### src/hdl/qec_pkg.sv
// Package with widths, constants and helpers of the quadrature encoder counter.
package qec_pkg;

   localparam int CSR_INDEX_WIDTH = 4;
   localparam int CSR_DATA_WIDTH  = 16;
   localparam int REPORT_WIDTH    = 16;
   localparam int POSITION_WIDTH  = 3;

   typedef logic [CSR_INDEX_WIDTH-1:0] csr_index_type;
   typedef logic [CSR_DATA_WIDTH-1:0]  csr_data_type;
   typedef logic [POSITION_WIDTH-1:0]  position_type;
   typedef logic [1:0]                 phase_type;

   localparam csr_index_type CSR_SAMPLE_INTERVAL = csr_index_type'(0);
   localparam csr_index_type CSR_REPORT_DELAY    = csr_index_type'(1);

   localparam csr_data_type SAMPLE_INTERVAL_RESET = csr_data_type'(1);
   localparam csr_data_type REPORT_DELAY_RESET    = csr_data_type'(100);

   localparam position_type POS_INIT = position_type'(0);
   localparam position_type POS_ONE  = position_type'(1);
   localparam position_type POS_TWO  = position_type'(2);
   localparam position_type POS_THREE = position_type'(3);
   localparam position_type POS_FOUR = position_type'(4);

   localparam phase_type PHASE_00 = 2'b00;
   localparam phase_type PHASE_01 = 2'b01;
   localparam phase_type PHASE_11 = 2'b11;
   localparam phase_type PHASE_10 = 2'b10;

   localparam logic [1:0] STEP_FORWARD  = 2'd1;
   localparam logic [1:0] STEP_BACKWARD = 2'd3;

   function automatic position_type code_to_position(input phase_type code);
      position_type pos;
      case (code)
         PHASE_00: pos = POS_ONE;
         PHASE_01: pos = POS_TWO;
         PHASE_11: pos = POS_THREE;
         default:  pos = POS_FOUR;
      endcase
      return pos;
   endfunction

endpackage

### src/hdl/qec_req_if.sv
// Input channel: one tick item with key level and encoder phases.
interface qec_req_if;
   logic valid;
   logic ready;
   logic key_level;
   logic phase_a;
   logic phase_b;

   modport source (output valid, output key_level, output phase_a, output phase_b,
                   input ready);
   modport sink (input valid, input key_level, input phase_a, input phase_b,
                 output ready);
endinterface

### src/hdl/qec_rsp_if.sv
// Result channel: one report item per tick.
interface qec_rsp_if;
   logic                                 valid;
   logic                                 ready;
   logic                                 report_valid;
   logic                                 report_key;
   logic signed [qec_pkg::REPORT_WIDTH-1:0] report_count;
   qec_pkg::position_type                position;

   modport source (output valid, output report_valid, output report_key,
                   output report_count, output position, input ready);
   modport sink (input valid, input report_valid, input report_key,
                 input report_count, input position, output ready);
endinterface

### src/hdl/qec_csr_if.sv
// Configuration write channel: register index and write data.
interface qec_csr_if;
   logic                   valid;
   logic                   ready;
   qec_pkg::csr_index_type index;
   qec_pkg::csr_data_type  data;

   modport source (output valid, output index, output data, input ready);
   modport sink (input valid, input index, input data, output ready);
endinterface

### src/hdl/quadrature_encoder_counter.sv
// Top level of the quadrature encoder counter with periodic step reports.
//
// Every accepted tick item yields exactly one result item in the next cycle; a new
// tick is taken every cycle while the result register is empty or being read, so
// the sustained rate is one item per cycle. The whole update (tick compare, x4
// position step, saturating count, report compare) sits between the input
// handshake and the result register. Configuration writes are always accepted;
// write them only while no tick is in flight.
module quadrature_encoder_counter #(
   parameter int TIME_WIDTH  = 32,
   parameter int COUNT_WIDTH = 16
) (
   input  logic      clock,
   input  logic      reset,
   qec_req_if.sink   req_chan,
   qec_rsp_if.source rsp_chan,
   qec_csr_if.sink   csr_chan
);

   localparam logic signed [COUNT_WIDTH-1:0] COUNT_MAX = {1'b0, {(COUNT_WIDTH-1){1'b1}}};
   localparam logic signed [COUNT_WIDTH-1:0] COUNT_MIN = {1'b1, {(COUNT_WIDTH-1){1'b0}}};

   qec_pkg::csr_data_type          sample_interval_ff;
   qec_pkg::csr_data_type          report_delay_ff;
   logic [TIME_WIDTH-1:0]          tick_ff, tick_in;
   logic [TIME_WIDTH-1:0]          last_sample_ff, last_sample_in;
   logic [TIME_WIDTH-1:0]          last_report_ff, last_report_in;
   logic                           held_key_ff, held_key_in;
   qec_pkg::phase_type             held_phase_ff, held_phase_in;
   logic                           phase_seen_ff, phase_seen_in;
   qec_pkg::position_type          pos_ff, pos_in;
   logic signed [COUNT_WIDTH-1:0]  count_ff, count_in;

   logic                                    rsp_valid_ff;
   logic                                    rsp_report_valid_ff, rsp_report_valid_in;
   logic                                    rsp_report_key_ff, rsp_report_key_in;
   logic signed [qec_pkg::REPORT_WIDTH-1:0] rsp_report_count_ff, rsp_report_count_in;

   logic                          req_fire;
   logic                          sample_due;
   logic                          report_due;
   logic                          moved;
   qec_pkg::phase_type            code;
   qec_pkg::position_type         target;
   logic [1:0]                    step_dir;
   logic signed [COUNT_WIDTH-1:0] count_key;
   logic signed [COUNT_WIDTH-1:0] count_step;
   logic signed [31:0]            count_wide;

   assign req_chan.ready = !rsp_valid_ff || rsp_chan.ready;
   assign req_fire       = req_chan.valid && req_chan.ready;
   assign csr_chan.ready = 1'b1;

   assign code     = {req_chan.phase_a, req_chan.phase_b};
   assign target   = qec_pkg::code_to_position(code);
   assign tick_in  = tick_ff + TIME_WIDTH'(1);
   assign step_dir = target[1:0] - pos_ff[1:0];

   assign sample_due = (tick_in - last_sample_ff) >= TIME_WIDTH'(sample_interval_ff);
   assign report_due = (tick_in - last_report_ff) >= TIME_WIDTH'(report_delay_ff);
   assign moved      = sample_due && (!phase_seen_ff || code != held_phase_ff);

   always_comb begin
      last_sample_in = last_sample_ff;
      held_key_in    = held_key_ff;
      held_phase_in  = held_phase_ff;
      phase_seen_in  = phase_seen_ff;
      count_key      = count_ff;
      if (sample_due) begin
         last_sample_in = tick_in;
         if (req_chan.key_level != held_key_ff) begin
            held_key_in = req_chan.key_level;
            count_key   = '0;
         end
         if (moved) begin
            phase_seen_in = 1'b1;
            held_phase_in = code;
         end
      end
   end

   always_comb begin
      pos_in     = pos_ff;
      count_step = count_key;
      if (pos_ff == qec_pkg::POS_INIT) begin
         count_step = '0;
         if (moved) begin
            pos_in = target;
         end
      end else if (moved) begin
         pos_in = target;
         case (step_dir)
            qec_pkg::STEP_FORWARD: begin
               if (count_key != COUNT_MAX) begin
                  count_step = count_key + COUNT_WIDTH'(1);
               end
            end
            qec_pkg::STEP_BACKWARD: begin
               if (count_key != COUNT_MIN) begin
                  count_step = count_key - COUNT_WIDTH'(1);
               end
            end
            default: count_step = count_key;
         endcase
      end
   end

   assign count_wide = 32'(count_step);

   always_comb begin
      last_report_in      = last_report_ff;
      count_in            = count_step;
      rsp_report_valid_in = 1'b0;
      rsp_report_key_in   = 1'b0;
      rsp_report_count_in = '0;
      if (report_due) begin
         count_in = '0;
         if (count_step != '0) begin
            last_report_in      = tick_in;
            rsp_report_valid_in = 1'b1;
            rsp_report_key_in   = held_key_in;
            rsp_report_count_in = count_wide[qec_pkg::REPORT_WIDTH-1:0];
         end
      end
   end

   always_ff @(posedge clock) begin
      if (reset) begin
         sample_interval_ff <= qec_pkg::SAMPLE_INTERVAL_RESET;
         report_delay_ff    <= qec_pkg::REPORT_DELAY_RESET;
         tick_ff            <= '0;
         last_sample_ff     <= '0;
         last_report_ff     <= '0;
         held_key_ff        <= 1'b0;
         held_phase_ff      <= '0;
         phase_seen_ff      <= 1'b0;
         pos_ff             <= qec_pkg::POS_INIT;
         count_ff           <= '0;
         rsp_valid_ff       <= 1'b0;
      end else begin
         if (csr_chan.valid) begin
            case (csr_chan.index)
               qec_pkg::CSR_SAMPLE_INTERVAL: sample_interval_ff <= csr_chan.data;
               qec_pkg::CSR_REPORT_DELAY:    report_delay_ff    <= csr_chan.data;
               default: ;
            endcase
         end
         if (req_fire) begin
            tick_ff        <= tick_in;
            last_sample_ff <= last_sample_in;
            last_report_ff <= last_report_in;
            held_key_ff    <= held_key_in;
            held_phase_ff  <= held_phase_in;
            phase_seen_ff  <= phase_seen_in;
            pos_ff         <= pos_in;
            count_ff       <= count_in;
            rsp_valid_ff   <= 1'b1;
         end else if (rsp_chan.ready) begin
            rsp_valid_ff   <= 1'b0;
         end
      end
   end

   always_ff @(posedge clock) begin
      if (req_fire) begin
         rsp_report_valid_ff <= rsp_report_valid_in;
         rsp_report_key_ff   <= rsp_report_key_in;
         rsp_report_count_ff <= rsp_report_count_in;
      end
   end

   assign rsp_chan.valid        = rsp_valid_ff;
   assign rsp_chan.report_valid = rsp_report_valid_ff;
   assign rsp_chan.report_key   = rsp_report_key_ff;
   assign rsp_chan.report_count = rsp_report_count_ff;
   assign rsp_chan.position     = pos_ff;

   a_fire_gives_result: assert property (@(posedge clock) disable iff (reset)
      req_fire |=> rsp_valid_ff)
      else $error("accepted item produced no result");

   a_report_nonzero: assert property (@(posedge clock) disable iff (reset)
      rsp_valid_ff && rsp_report_valid_ff |-> rsp_report_count_ff != '0)
      else $error("report with zero count");

   a_quiet_result_clear: assert property (@(posedge clock) disable iff (reset)
      rsp_valid_ff && !rsp_report_valid_ff |->
         rsp_report_count_ff == '0 && !rsp_report_key_ff)
      else $error("idle result carries data");

   a_init_count_zero: assert property (@(posedge clock) disable iff (reset)
      pos_ff == qec_pkg::POS_INIT |-> count_ff == '0)
      else $error("count nonzero in init state");

   a_position_range: assert property (@(posedge clock) disable iff (reset)
      pos_ff <= qec_pkg::POS_FOUR)
      else $error("position out of range");

endmodule
### src/flat_wrapper.sv
// flat-port wrapper written by rule: the top's interface ports become plain ports
module quadrature_encoder_counter_flat 
#(
   parameter int TIME_WIDTH  = 32,
   parameter int COUNT_WIDTH = 16
)
  (clock, reset, req_chan_valid, req_chan_key_level, req_chan_phase_a, req_chan_phase_b, req_chan_ready, rsp_chan_valid, rsp_chan_report_valid, rsp_chan_report_key, rsp_chan_report_count, rsp_chan_position, rsp_chan_ready, csr_chan_valid, csr_chan_index, csr_chan_data, csr_chan_ready);
  qec_req_if req_chan_i ();
  qec_rsp_if rsp_chan_i ();
  qec_csr_if csr_chan_i ();
  input  logic clock;
  input  logic reset;
  input wire logic [$bits(req_chan_i.valid)-1:0] req_chan_valid;
  input wire logic [$bits(req_chan_i.key_level)-1:0] req_chan_key_level;
  input wire logic [$bits(req_chan_i.phase_a)-1:0] req_chan_phase_a;
  input wire logic [$bits(req_chan_i.phase_b)-1:0] req_chan_phase_b;
  output wire logic [$bits(req_chan_i.ready)-1:0] req_chan_ready;
  output wire logic [$bits(rsp_chan_i.valid)-1:0] rsp_chan_valid;
  output wire logic [$bits(rsp_chan_i.report_valid)-1:0] rsp_chan_report_valid;
  output wire logic [$bits(rsp_chan_i.report_key)-1:0] rsp_chan_report_key;
  output wire logic [$bits(rsp_chan_i.report_count)-1:0] rsp_chan_report_count;
  output wire logic [$bits(rsp_chan_i.position)-1:0] rsp_chan_position;
  input wire logic [$bits(rsp_chan_i.ready)-1:0] rsp_chan_ready;
  input wire logic [$bits(csr_chan_i.valid)-1:0] csr_chan_valid;
  input wire logic [$bits(csr_chan_i.index)-1:0] csr_chan_index;
  input wire logic [$bits(csr_chan_i.data)-1:0] csr_chan_data;
  output wire logic [$bits(csr_chan_i.ready)-1:0] csr_chan_ready;
  assign req_chan_i.valid = req_chan_valid;
  assign req_chan_i.key_level = req_chan_key_level;
  assign req_chan_i.phase_a = req_chan_phase_a;
  assign req_chan_i.phase_b = req_chan_phase_b;
  assign req_chan_ready = req_chan_i.ready;
  assign rsp_chan_valid = rsp_chan_i.valid;
  assign rsp_chan_report_valid = rsp_chan_i.report_valid;
  assign rsp_chan_report_key = rsp_chan_i.report_key;
  assign rsp_chan_report_count = rsp_chan_i.report_count;
  assign rsp_chan_position = rsp_chan_i.position;
  assign rsp_chan_i.ready = rsp_chan_ready;
  assign csr_chan_i.valid = csr_chan_valid;
  assign csr_chan_i.index = csr_chan_index;
  assign csr_chan_i.data = csr_chan_data;
  assign csr_chan_ready = csr_chan_i.ready;
  quadrature_encoder_counter #(.TIME_WIDTH(TIME_WIDTH), .COUNT_WIDTH(COUNT_WIDTH)) u_core (.clock(clock), .reset(reset), .req_chan(req_chan_i), .rsp_chan(rsp_chan_i), .csr_chan(csr_chan_i));
endmodule
### config.mk
export PLATFORM = sky130hd
export DESIGN_NAME = quadrature_encoder_counter_flat
export DESIGN_NICKNAME = d
export VERILOG_FILES = /design/src/hdl/qec_pkg.sv /design/src/hdl/qec_req_if.sv /design/src/hdl/qec_rsp_if.sv /design/src/hdl/qec_csr_if.sv /design/src/hdl/quadrature_encoder_counter.sv /design/src/flat_wrapper.sv
export SDC_FILE = /design/constraint.sdc
export NUM_CORES = 1
export LEC_CHECK = 0
export BUFFER_PORTS_ARGS = -buffer_cell sky130_fd_sc_hd__buf_2
export CAP_MARGIN = 20
export CORE_ASPECT_RATIO = 0.6
export CORE_MARGIN = 10
export CORE_UTILIZATION = 60
export DETAILED_ROUTE_END_ITERATION = 16
export PLACE_DENSITY_LB_ADDON = 0.1
export SYNTH_ARGS = -nofsm -noshare
export SYNTH_HDL_FRONTEND = slang
export SYNTH_SLANG_ARGS = --single-unit
### constraint.sdc
create_clock -name clock -period 27.8 [get_ports clock]
set_clock_uncertainty 0.15 [all_clocks]
set_input_delay 5.56 -clock clock [delete_from_list [all_inputs] [get_ports clock]]
set_output_delay 5.56 -clock clock [all_outputs]
set_load 0.02 [all_outputs]
== Word-level counts from Yosys, hierarchy flattened ==
Index checks and enable logic that the tools add are counted.
W data, S select, Z words.
Storage, ports and cells
  bits in registers: 170
  input bits: 28
  output and inout port bits: 24
Cells by class
  add/sub/neg operators: 6
  order comparisons: 2
  equality and inequality tests: 9
  multiplexer cells: 14
  reductions and logical operators: 18
Operators with widths (count)
  $mux W16: 7
  $ge A32 B16 Y1: 2
  $sub A32 B32 Y32: 2
  $add A32 B1 Y32 const B: 1
  $ne A16 B16 Y1 const B: 2
  $pmux W16 S2: 1
  $add A16 B2 Y16 const B: 1
  $reduce_bool A16 Y1: 1
  $sub A16 B2 Y16 const B: 1
  $reduce_and A2 Y1: 5
  $pmux W3 S3: 1
  $reduce_and A3 Y1: 2
  $mux W1: 5
  $eq A2 B1 Y1 const B: 2
  $eq A2 B2 Y1 const B: 2
  $eq A4 B1 Y1 const B: 1
  $logic_not A4 Y1: 1
  $logic_not A3 Y1: 1
  $logic_and A1 B1 Y1: 2
  $logic_not A1 Y1: 2
  $logic_not A2 Y1: 1
  $logic_or A1 B1 Y1: 2
  $ne A2 B2 Y1: 1
  $reduce_bool A2 Y1: 1
  2 further kinds: 2

== Logic depth before layout (Yosys ltp) ==
  depth in word-level cells: 11
  depth in mapped cells: 47
  depth with buffers taken out: 44

== Worst setup path before layout ==
Ideal clock, no wire load.
  path kind: input port to output port
  start point: input port rsp_chan_ready
  end point: output port req_chan_ready
  arrival: 5795 ps
  path slack: 16295 ps
  cell stages on the path: 1
  path buffers: 0
  path through: nand2b_1
Between the ends
  cells in the longest elaborated chain, start to end: 1
RTL lines
  start: declaration: line flat_wrapper.sv:23  | input wire logic [$bits(rsp_chan_i.ready)-1:0] rsp_chan_ready;
  $logic_or A1 B1 Y1: line quadrature_encoder_counter.sv:50  | assign req_chan.ready = !rsp_valid_ff || rsp_chan.ready;
  end: declaration: line flat_wrapper.sv:17  | output wire logic [$bits(req_chan_i.ready)-1:0] req_chan_ready;
Every way passes these cells.

== Worst setup path after layout ==
Ends and elaborated chain as after synthesis.

==> results by group <==
Power and ir drop
  • Internal Power: 0.507 mW
  • Clock power frac: 0.300
  • Part of the power in registers: 0.336
  • Power density over the cells: 57.8 nW/um^2
  • Pwr Total: 0.816 mW
  • Leakage power total: 5.93 nW
  • Switching power: 0.309 mW
  • Net Sw Frac: 0.379
  • Comb pwr share: 0.364
  • Max VDD drop: 0.0516 mV

Die
  • Core Box Area: 21300 um^2
  • Initial Utilization: 0.620
  • Die area: 28600 um^2
  • Die height: 135 um
  • Row count: 41
  • Io pins: 52
  • Die outline width: 212 um

Detailed routing
  • Ratio of routed vias to standard cells: 6.28
  • Pre-antenna DRT Iters: 5
  • Vias post-DR: 12600
  • Avg WL per Cell: 19.3 um
  • Routed Antenna Nets: 0
  • Detailed Route Iter0 Violations: 1561
  • Residual DRC: 0
  • DRT Wirelength: 38.6 mm

Yosys
  • Yosys warns: 0
  • Register area share after synthesis: 0.271
  • Post-synthesis mux area share: 0.00851
  • Post-synth top flop: dfxtp_1
  • Post-synth EDFFs: 18
  • Post-Synthesis Cells: 1722
  • Simple-Gate Fraction of Synth Area: 0.223
  • Largest family of logic cells by synthesized area: compound AO/OA/AOI/OAI gates
  • Xor and xnor area share after synthesis: 0.0655
  • Post-synth net total: 1854
  • Seq cells post-synth: 170
  • Synth Area in Compound Gates: 0.252
  • Yosys cell types: 95
  • Mean post-synth cell area: 7.68 um^2
  • Async SR Flop Fraction: 0
  • Adder-cell share of the synthesized area: 0.0995
  • Mapped Area: 13200 um^2

CTS
  • CTS Buffer Depth: 2
  • CTS buffer count: 17
  • CTS resizes: 0
  • # clock sinks: 170
  • CTS tree: built
  • Latest clock arrival within the worst-skew pair: 440 ps
  • Clock root buffer: clkbuf_16
  • CTS clock-pin slew for the worst setup and hold paths: 70 ps
  • Cts hold-fix bufs: 0
  • Setup Buffers After CTS: 0
  • H-tree levels: 4

STA
  • Slew Limit Headroom: 0.162
  • Slew @ Worst Pin: 1250 ps
  • Worst Slack Setup Final: 16100 ps
  • Min cycle time layout: 11700 ps
  • Period Utilization, post-route: 0.421
  • RSZ-0062 raised after global routing: false
  • Setup TNS: 0 ps
  • Max frequency: 0.0855 GHz
  • Tightest hold margin: 307 ps
  • Hold Vio Cnt, Final: 0
  • Finish-stage setup viols: 0
  • Final slew viol count: 0

Worst setup path
  • Slowest stage cell on the critical path: buf_2
  • CP Launch Type: input pin
  • CP max FO: 3
  • Critical Path AT: 5990 ps
  • Family with the most delay on the worst path: buffers and inverters
  • CP required: 22090 ps
  • Crit-path cells: buf_2 > nand2b_1 > buf_2
  • Crit Path Class: input pin to output pin
  • CP endpoint kind: output pin
  • Buf/Inv on CP: 2
  • Max incr delay on CP: 170 ps
  • Top cell by count, worst path: buf_2

Cells and area
  • Layout net count: 1841
  • Most common cell after layout, fill and taps aside: nand2_1
  • Share of cells above drive strength 1: 0.109
  • Final core utilization: 0.661
  • Most frequent cells in the layout: nand2_1 (188), inv_1 (158), dfxtp_1 (152)
  • Diodes inserted: 0
  • P&R area growth vs syn: 6.65%
  • # fillers: 1852

Status
  • Outcome: complete, no violations

GRT
  • Largest net degree at the start of global routing: 85
  • Gr ovfl total: 0
  • GRT Overall Usage: 0.265
  • Number of global-route vias before repair: 11600
  • First-pass GRT wire length: 61.3 mm
  • Initial antenna violation count: 0

Min path
  • Worst Hold Class: flip-flop to flip-flop

Placed design
  • Port Buf Inserts: 50
  • Post-DP HPWL: 29.1 mm
  • Placer Congestion: 1.01
  • Placement Setup Slack: 16100 ps

Run
  • Maxcap violations: 0
-- worst register-to-register path, delay by kind of cell (launching register included) --
family	cells	cell delay [ps]
buffers and inverters	4	720
adders and majority gates	3	830
AOI/OAI and AO/OA	9	2720
DFF	1	460
and+or+nand+nor	25	5970
xor gates and xnor gates	2	390
-- power by group through the flow --
stage / logic [mW] / registers [mW] / clock network [mW]
4_1_cts: 0.289 / 0.274 / 0.245
2_1_floorplan: 0.224 / 0.281 / 0
6_report: 0.297 / 0.274 / 0.244
3_3_place_gp: 0.279 / 0.279 / 0
5_1_grt: 0.329 / 0.276 / 0.255
3_5_place_dp: 0.287 / 0.280 / 0
-- worst paths after layout --
kind                                startpoint                            to  slack (ps)  cells after the start
hold reg to reg   u_core.sample_interval_ff[9]  u_core.sample_interval_ff[9]         310                      2
setup reg to reg             u_core.tick_ff[0]     u_core.last_report_ff[31]       16420                     43
hold / removal    u_core.sample_interval_ff[9]  u_core.sample_interval_ff[9]         310                      2
setup / recovery                rsp_chan_ready                req_chan_ready       16100                      3
-- area by class of cell --
| cell class | count | area (um^2) | share of cell area |
|---|---|---|---|
| sequential | 170 | 3580 | 0.254 |
| timing repair buffer | 66 | 385 | 0.0273 |
| inverter | 161 | 611 | 0.0433 |
| clock buffer | 18 | 430 | 0.0305 |
| clock inverter | 14 | 158 | 0.0112 |
| multi-input combinational | 1293 | 8590 | 0.609 |
| tap | 279 | 349 | 0.0247 |
-- cell usage after synthesis (12+ instances only) --
cell / count / area share
nor2b_1: 27 / 0.013
nand2b_1: 21 / 0.0099
a31oi_1: 18 / 0.0085
nand4_1: 33 / 0.016
xor2_1: 44 / 0.029
nor2_1: 139 / 0.039
a211oi_2: 31 / 0.029
nor3_1: 31 / 0.012
nand2_1: 188 / 0.053
o21ai_0: 73 / 0.028
or3_1: 19 / 0.0090
o211ai_1: 12 / 0.0068
inv_1: 158 / 0.045
a21oi_2: 27 / 0.018
ha_1: 102 / 0.096
xnor2_1: 55 / 0.036
clkbuf_1: 78 / 0.022
and2_1: 13 / 0.0061
edfxtp_1: 18 / 0.041
a21oi_1: 148 / 0.056
nand3_1: 57 / 0.022
a21o_1: 28 / 0.016
dfxtp_1: 152 / 0.23
and3_1: 24 / 0.011
a211oi_1: 42 / 0.024
-- flip-flops by register name, indices dropped and copies added (netlist names) --
register                      flops
u_core.rsp_chan.valid             1
u_core.last_sample_ff            32
u_core.rsp_chan.report_count     16
u_core.report_delay_ff           16
u_core.rsp_chan.report_valid      1
u_core.rsp_chan.report_key        1
u_core.count_ff                  16
u_core.last_report_ff            32
u_core.sample_interval_ff        16
u_core.rsp_chan.position          3
u_core.held_key_ff                1
u_core.tick_ff                   32
u_core.held_phase_ff              2
u_core.phase_seen_ff              1
-- stage by stage --
step	cells	area, um^2
final	2001	14100
after global routing	2001	14100
after CTS	2000	14100
after detailed placement	1968	13500
after global placement	1968	13500
after floorplan	1722	13200
-- routing by layer --
metal,vias up,GRT usage,part of all wire
met2,590,0.364,0.39
met3,42,0.0947,0.12
li1,6059,-,-
met5,-,0,0
met1,5878,0.387,0.47
met4,0,0.0433,0.0095
-- cells by family after synthesis --
kind of cell             after synthesis
other                                  1
XOR/XNOR                              99
multiplexers                          11
AO/OA/AOI/OAI                        477
adder cells (fa/ha/maj)              104
flip-flops                           170
AND/OR/NAND/NOR                      601
buffers and inverters                259
(Power assumes the default switching activity.)
